## src/rtl/bc1pi_pkg.sv

```systemverilog
// bc1pi_pkg: shared types, mode codes and endpoint expansion helpers
// for the bc1 palette interpolator; no dependencies
package bc1pi_pkg;

  localparam int unsigned ENTRY_CNT = 4;

  localparam logic [1:0] MODE_TRUNC  = 2'd0;
  localparam logic [1:0] MODE_ROUND  = 2'd1;
  localparam logic [1:0] MODE_MUL    = 2'd2;
  localparam logic [1:0] MODE_WEIGHT = 2'd3;

  localparam logic [1:0] LAST_IDX = 2'd3;
  localparam logic [7:0] OPAQUE   = 8'hFF;

  typedef struct packed {
    logic [7:0] red;
    logic [7:0] green;
    logic [7:0] blue;
    logic [7:0] alpha;
  } rgba_t;

  typedef rgba_t [ENTRY_CNT-1:0] palette_t;

  function automatic logic [7:0] expand5(input logic [4:0] x);
    return {x, x[4:2]};
  endfunction

  function automatic logic [7:0] expand6(input logic [5:0] x);
    return {x, x[5:4]};
  endfunction

endpackage

```

## src/rtl/bc1pi_blend.sv

```systemverilog
// bc1pi_blend: combinational palette builder from one endpoint pair
// depends on bc1pi_pkg
module bc1pi_blend (
  input  logic [15:0]        low_q,
  input  logic [15:0]        high_q,
  input  logic [1:0]         mode,
  output bc1pi_pkg::palette_t palette
);
  import bc1pi_pkg::*;

  // x / 3 for x below 768
  function automatic logic [7:0] div3(input logic [9:0] x);
    logic [20:0] p;
    p = 21'(x) * 21'd683;
    return p[18:11];
  endfunction

  function automatic logic [7:0] third8(input logic [7:0] a, input logic [7:0] b,
                                        input logic [1:0] m);
    logic [9:0]  s;
    logic [13:0] w;
    logic [7:0]  res;
    s = {1'b0, a, 1'b0} + {2'b00, b};
    w = 14'(a) * 14'd43 + 14'(b) * 14'd21 + 14'd32;
    unique case (m)
      MODE_ROUND:  res = div3(s + 10'd1);
      MODE_WEIGHT: res = w[13:6];
      MODE_TRUNC:  res = div3(s);
      MODE_MUL:    res = div3(s);
    endcase
    return res;
  endfunction

  function automatic logic [7:0] half8(input logic [7:0] a, input logic [7:0] b,
                                       input logic [1:0] m);
    logic [9:0] s;
    s = {2'b00, a} + {2'b00, b} + ((m == MODE_WEIGHT) ? 10'd1 : 10'd0);
    return s[8:1];
  endfunction

  function automatic logic [7:0] third5(input logic [4:0] a, input logic [4:0] b);
    logic [11:0] p;
    p = ({6'd0, a, 1'b0} + {7'd0, b}) * 12'd22;
    return p[10:3];
  endfunction

  function automatic logic [7:0] half5(input logic [4:0] a, input logic [4:0] b);
    logic [11:0] p;
    p = ({7'd0, a} + {7'd0, b}) * 12'd33;
    return p[10:3];
  endfunction

  function automatic logic [7:0] green_mul(input logic [7:0] a, input logic [7:0] b,
                                           input logic half);
    logic signed [9:0]  d;
    logic signed [9:0]  dq;
    logic signed [17:0] num;
    d   = $signed({2'b00, b}) - $signed({2'b00, a});
    // quarter of d, truncated toward zero
    dq  = d[9] ? ((d + 10'sd3) >>> 2) : (d >>> 2);
    num = $signed({2'b00, a, 8'h00}) + 18'(dq) + 18'sd128
        + (half ? (18'(d) <<< 7) : (18'(d) * 18'sd80));
    return num[15:8];
  endfunction

  logic [4:0] r0, b0, r1, b1;
  logic [5:0] g0, g1;
  logic [7:0] rx0, gx0, bx0, rx1, gx1, bx1;
  logic       four;
  logic       mul;

  assign r0 = low_q[15:11];
  assign g0 = low_q[10:5];
  assign b0 = low_q[4:0];
  assign r1 = high_q[15:11];
  assign g1 = high_q[10:5];
  assign b1 = high_q[4:0];

  assign rx0 = expand5(r0);
  assign gx0 = expand6(g0);
  assign bx0 = expand5(b0);
  assign rx1 = expand5(r1);
  assign gx1 = expand6(g1);
  assign bx1 = expand5(b1);

  assign four = low_q > high_q;
  assign mul  = mode == MODE_MUL;

  always_comb begin
    palette[0] = '{red: rx0, green: gx0, blue: bx0, alpha: OPAQUE};
    palette[1] = '{red: rx1, green: gx1, blue: bx1, alpha: OPAQUE};
    if (four) begin
      if (mul) begin
        palette[2] = '{red: third5(r0, r1), green: green_mul(gx0, gx1, 1'b0),
                       blue: third5(b0, b1), alpha: OPAQUE};
        palette[3] = '{red: third5(r1, r0), green: green_mul(gx1, gx0, 1'b0),
                       blue: third5(b1, b0), alpha: OPAQUE};
      end else begin
        palette[2] = '{red: third8(rx0, rx1, mode), green: third8(gx0, gx1, mode),
                       blue: third8(bx0, bx1, mode), alpha: OPAQUE};
        palette[3] = '{red: third8(rx1, rx0, mode), green: third8(gx1, gx0, mode),
                       blue: third8(bx1, bx0, mode), alpha: OPAQUE};
      end
    end else begin
      if (mul) begin
        palette[2] = '{red: half5(r0, r1), green: green_mul(gx0, gx1, 1'b1),
                       blue: half5(b0, b1), alpha: OPAQUE};
      end else begin
        palette[2] = '{red: half8(rx0, rx1, mode), green: half8(gx0, gx1, mode),
                       blue: half8(bx0, bx1, mode), alpha: OPAQUE};
      end
      // transparent black
      palette[3] = '0;
    end
  end

endmodule

```

## src/rtl/bc1pi_emitter.sv

```systemverilog
// bc1pi_emitter: palette register and entry counter, one entry per cycle
// depends on bc1pi_pkg
module bc1pi_emitter (
  input  logic                clk,
  input  logic                rst,
  input  logic                load,
  input  bc1pi_pkg::palette_t palette_in,
  output logic                free,
  output logic                result_valid,
  output logic [1:0]          entry_index,
  output logic [7:0]          red,
  output logic [7:0]          green,
  output logic [7:0]          blue,
  output logic [7:0]          alpha,
  output logic                last_entry
);
  import bc1pi_pkg::*;

  palette_t   palette;
  logic [1:0] cnt;
  logic       emit_valid;

  assign free = !emit_valid || (cnt == LAST_IDX);

  always_ff @(posedge clk) begin
    if (rst) begin
      emit_valid <= 1'b0;
      cnt        <= '0;
    end else if (load) begin
      emit_valid <= 1'b1;
      cnt        <= '0;
    end else if (emit_valid) begin
      cnt        <= cnt + 2'd1;
      emit_valid <= cnt != LAST_IDX;
    end
  end

  always_ff @(posedge clk) begin
    if (load) begin
      palette <= palette_in;
    end
  end

  assign result_valid = emit_valid;
  assign entry_index  = cnt;
  assign red          = palette[cnt].red;
  assign green        = palette[cnt].green;
  assign blue         = palette[cnt].blue;
  assign alpha        = palette[cnt].alpha;
  assign last_entry   = cnt == LAST_IDX;

endmodule

```

## src/rtl/bc1_palette_interpolator_top.sv

```systemverilog
// Each endpoint pair accepted on start gives four palette entries on
// consecutive cycles, entry 0 first, marked by result_valid; the pair passes
// the input register, then the blend logic into the emitter's palette
// register, loaded once the emitter is free. One pair waits in the input
// register while the previous palette drains, so results run without gaps.
// The receiver cannot stall: every result_valid cycle must be taken.
// top level: input register, blend logic and emitter; depends on bc1pi_pkg
module bc1_palette_interpolator_top (
  input  logic        clk,
  input  logic        rst,
  input  logic        start,
  output logic        busy,
  input  logic [15:0] low_endpoint,
  input  logic [15:0] high_endpoint,
  input  logic        cfg_wr_en,
  input  logic [1:0]  cfg_wr_data,
  output logic        result_valid,
  output logic [1:0]  entry_index,
  output logic [7:0]  red,
  output logic [7:0]  green,
  output logic [7:0]  blue,
  output logic [7:0]  alpha,
  output logic        last_entry
);
  import bc1pi_pkg::*;

  logic       in_valid;
  logic       in_valid_next;
  logic [15:0] low_q;
  logic [15:0] high_q;
  logic [1:0] blend_mode;
  logic       free;
  logic       load;
  logic       accept;
  palette_t   palette;

  assign load   = in_valid && free;
  assign busy   = in_valid && !free;
  assign accept = start && !busy;

  always_comb begin
    in_valid_next = in_valid;
    if (accept) begin
      in_valid_next = 1'b1;
    end else if (load) begin
      in_valid_next = 1'b0;
    end
  end

  always_ff @(posedge clk) begin
    if (rst) begin
      in_valid   <= 1'b0;
      blend_mode <= MODE_TRUNC;
    end else begin
      in_valid <= in_valid_next;
      if (cfg_wr_en) begin
        blend_mode <= cfg_wr_data;
      end
    end
  end

  always_ff @(posedge clk) begin
    if (accept) begin
      low_q  <= low_endpoint;
      high_q <= high_endpoint;
    end
  end

  bc1pi_blend u_blend (
    .low_q   (low_q),
    .high_q  (high_q),
    .mode    (blend_mode),
    .palette (palette)
  );

  bc1pi_emitter u_emitter (
    .clk          (clk),
    .rst          (rst),
    .load         (load),
    .palette_in   (palette),
    .free         (free),
    .result_valid (result_valid),
    .entry_index  (entry_index),
    .red          (red),
    .green        (green),
    .blue         (blue),
    .alpha        (alpha),
    .last_entry   (last_entry)
  );

  // entries of one palette come in order without gaps
  a_entry_order: assert property (@(posedge clk) disable iff (rst)
    (result_valid && entry_index != 2'd0) |->
      ($past(result_valid) && ($past(entry_index) + 2'd1 == entry_index)))
    else $error("palette entry out of order");

  // a waiting pair starts right after the last entry
  a_no_gap: assert property (@(posedge clk) disable iff (rst)
    (result_valid && last_entry && in_valid) |=>
      (result_valid && entry_index == 2'd0))
    else $error("gap between palettes");

  // an accepted item is held in the input register
  a_accept_held: assert property (@(posedge clk) disable iff (rst)
    (start && !busy) |=> in_valid)
    else $error("accepted item lost");

  a_reset_quiet: assert property (@(posedge clk)
    $past(rst) |-> !result_valid)
    else $error("result after reset");

endmodule
```

## config.mk

```make
export PLATFORM = sky130hd
export DESIGN_NAME = bc1_palette_interpolator_top
export DESIGN_NICKNAME = d
export VERILOG_FILES = /design/src/rtl/bc1pi_pkg.sv /design/src/rtl/bc1pi_blend.sv /design/src/rtl/bc1pi_emitter.sv /design/src/rtl/bc1_palette_interpolator_top.sv
export SDC_FILE = /design/constraint.sdc
export NUM_CORES = 2
export LEC_CHECK = 0
export ABC_AREA = 1
export BUFFER_PORTS_ARGS = -buffer_cell sky130_fd_sc_hd__buf_2
export CAP_MARGIN = 20
export CORE_ASPECT_RATIO = 1.2
export CORE_MARGIN = 3
export CORE_UTILIZATION = 67
export DETAILED_ROUTE_END_ITERATION = 16
export HOLD_SLACK_MARGIN = 0.08
export PLACE_DENSITY = 0.89
export SYNTH_ARGS = -nofsm -noshare
export SYNTH_HDL_FRONTEND = slang
export SYNTH_SLANG_ARGS = --single-unit
```

## constraint.sdc

```tcl
create_clock -name clk -period 9.3 [get_ports clk]
set_input_delay 0 -clock clk [delete_from_list [all_inputs] [get_ports clk]]
set_output_delay 0 -clock clk [all_outputs]
set_load 0.03 [all_outputs]
```

==> results.md <==
- 1st-pass router iterations: 8
- Pre-CTS setup slack: approximately 1.9 ns
- Final hold slack: approximately 0.25 ns
- Critical path endpoint category: register
- Routed wire length: 126000 um
- Final HPWL DP: between 100000 and 150000 um
- Worst Reg-to-Reg Cells: 31
- CTS H-tree depth: 4
- Post-layout nets: 7619
- Avg WL per Cell: approximately 18 um
- Core area: roughly 70000 um2
- Worst hold path endpoint: high_q[7]
- IO Port Bufs: 74
- Req. time, crit path: 9.52 ns
- Seq/Total Area, Yosys: 0.0754
- FF+latch area: between 3000 and 4000 um2
- Row cnt: 105
- DRT antenna net count: 0
- First-pass GRT wire length: 204000 um
- Vias in the first global route: roughly 42000
- Min cycle time layout: approximately 7.5 ns
- Initial Util: 0.680
- Fillers: 5289
- Worst reg2reg startpoint: low_q[10]
- Final core utilization: 0.714
- Post-Route Skew: around 0.015 ns
- Die Wd: between 200 and 250 um
- Final setup vio count: 0
- PnR worst setup slack: ~1.8 ns
- Vias/cell: 5.93
- Ports: 75
- Worst Setup Path Type: register to register
- Initial DRC count: 3096
- Hold crit path type: input pin to register
- Clock tree buffer depth: 2
- Global route overflow: 0
- Fmax: roughly 0.13 GHz
- Most frequent CP cell: inv_1
- Worst setup SP type: register
- Synth Flop Type: edfxtp_1
- Async set-reset flop share out of synthesis: 0
- CP top delay family: adder cells
- CTS clk-pin slew, worst paths: around 0.070 ns
- Max-cap violations: 0
- GRT busiest layer: met2
- Drt drc: 0
- Max Slew Vio Count: 0
- Via Count: 40900
- Setup TNS: 0 ns
- Die H: around 290 um
- Tcrit/Tclk final: 0.803
- Yosys reg bits: between 100 and 150
- Largest net degree at the start of global routing: 59
- Post-Syn Area: approximately 47000 um2
- Status: completed
- Buf+Inv Stages, Crit Path: 7
- WP data arrival: 7.68 ns
- Share of cells above drive strength 1: 0.0383
- Die area: 72800 um2
- Hold path start: high_endpoint[7]
- Capturing point of the worst reg2reg path: u_emitter.palette[82]
- Worst hold stages: 2
- Synth Warn #: 0
- Syn_nets: between 7000 and 8000
- GRT Total Usage: 0.349
- Worst skew pair latency: 0.47 ns
- Tightest Pin Transition: between 1 and 1.5 ns
- Area growth from synthesis to layout: 5.10%
- Cells after Synth: 5877
- Setup slack, reg-to-reg: around 1.8 ns
- Distinct cells, synth: 63
- Clock sink count: between 100 and 150
- CP Depth: 31
- Total CTS buffers: 17
- Root Buffer: clkbuf_16
- Critical path's largest stage delay: around 0.6 ns
- Routability Congestion: between 0.9 and 1
- RSZ-0062 raised after global routing: false
- Slowest-stage cell, CP: edfxtp_1
- Slew headroom: 0.277
- Final Hold Vio Count: 0
- Mapped Avg Cell Area: 7.93 um2
- Max FO, Critical Path: 10
- CTS tree: built
- EDFF count, synth: ~110
- Met3 usage: 0.0545
- Area occupied by multi-input gates: approximately 38000 um2
- Met2 GRT Util: 0.615
- Met1 Resource Use GR: 0.410
- Initial antenna violation count: 6
- Post-CTS setup buffers: 0
[per-layer routing]
metal	wire length, um	share of wire
met2	61500	0.49
met3	9740	0.077
met1	47700	0.38
met4	6980	0.055
met5	13	0.00010
[synth_stat cells (11+ instances only)]
master       n  area [um2]
a211oi_1    14         105
a21boi_0    11        82.6
a21o_1      37         278
a21oi_1    434        2170
a31oi_1     19         119
buf_2       17        85.1
clkbuf_1    39         146
edfxtp_1   113        3390
fa_1       462        9250
ha_1      1158       14500
inv_1     1226        4600
inv_2       11        41.3
nand2_1    860        3230
nand2_2     19         119
nand3_1    319        1600
nand3b_1    26         195
nand4_1     38         238
nor2_1     344        1290
nor3_1      30         150
o21ai_0    280        1400
o21bai_1    44         330
o22ai_1     13        81.3
or2_2       17         106
xnor2_1     75         657
xor2_1     130        1140
[cells in the final DEF (no fill, tap or decap), drive strengths merged, types with 12 or more instances in the layout]
cell type,instances
inv,1239
ha,1158
nand2,882
fa,462
a21oi,438
nor2,352
nand3,327
o21ai,289
xor2,139
edfxtp,113
buf,101
xnor2,75
o21bai,44
nand4,40
a21o,37
dlygate4sd3,37
nor3,31
nand3b,26
a31oi,19
or2,17
clkbuf,17
a211oi,14
o22ai,13
a21boi,12
[metrics by stage]
step	cell area, um2	std cells
final	49000	6888
after global routing	49000	6884
after CTS	49000	6883
after detailed placement	48000	6814
after global placement	48000	6814
after floorplan	46600	5877
[logic make-up (layout without fill, tap and decap cells)]
kind of cell               count (synthesis)  after routing  synth area share
AOI/OAI and AO/OA                        916            916             0.110
buffers and inverters                   1313           1410             0.107
xor gates and xnor gates                 214            214            0.0421
muxes                                      1              1          0.000215
adders and majority gates               1620           1620             0.509
and+or+nand+nor                         1694           1694             0.156
DFF                                      119            119            0.0754
other                                      0              5                 0
[flip-flops by register name, indices dropped and copies added (netlist names)]
register	count
high_q	16
in_valid	1
u_emitter.entry_index	2
u_emitter.result_valid	1
blend_mode	2
u_emitter.palette	81
low_q	16
[how the worst max path moves through the flow]
stage / start / to / slack, ns
CTS: low_q[10] / u_emitter.palette[82] / 1.93
detailed placement: low_q[10] / u_emitter.palette[82] / 1.92
finish: low_q[10] / u_emitter.palette[82] / 1.84
global placement: low_q[10] / u_emitter.palette[82] / 2.06
global route: low_q[11] / u_emitter.palette[95] / 1.30
floorplan: high_q[10] / u_emitter.palette[82] / 2.61
[cell type report]
class | count | area share
Multi-Input combinational cell | 4445 | 0.778
Inverter | 1240 | 0.0951
Sequential cell | 119 | 0.0717
Tap cell | 909 | 0.0232
Timing Repair Buffer | 138 | 0.0193
Clock buffer | 17 | 0.00868
Clock inverter | 15 | 0.00368
Antenna cell | 5 | 0.000255
[repair_timing]
item                                    4_1_cts  5_1_grt
endpoints found under the setup margin        0        0
gates resized for setup                       0        0
hold buffers                                 37        0
endpoints found under the hold margin        36        0
Power is left out: the tool's default activity adds up to more than one toggle a clock period on the data nets, which glitch-free logic cannot reach.
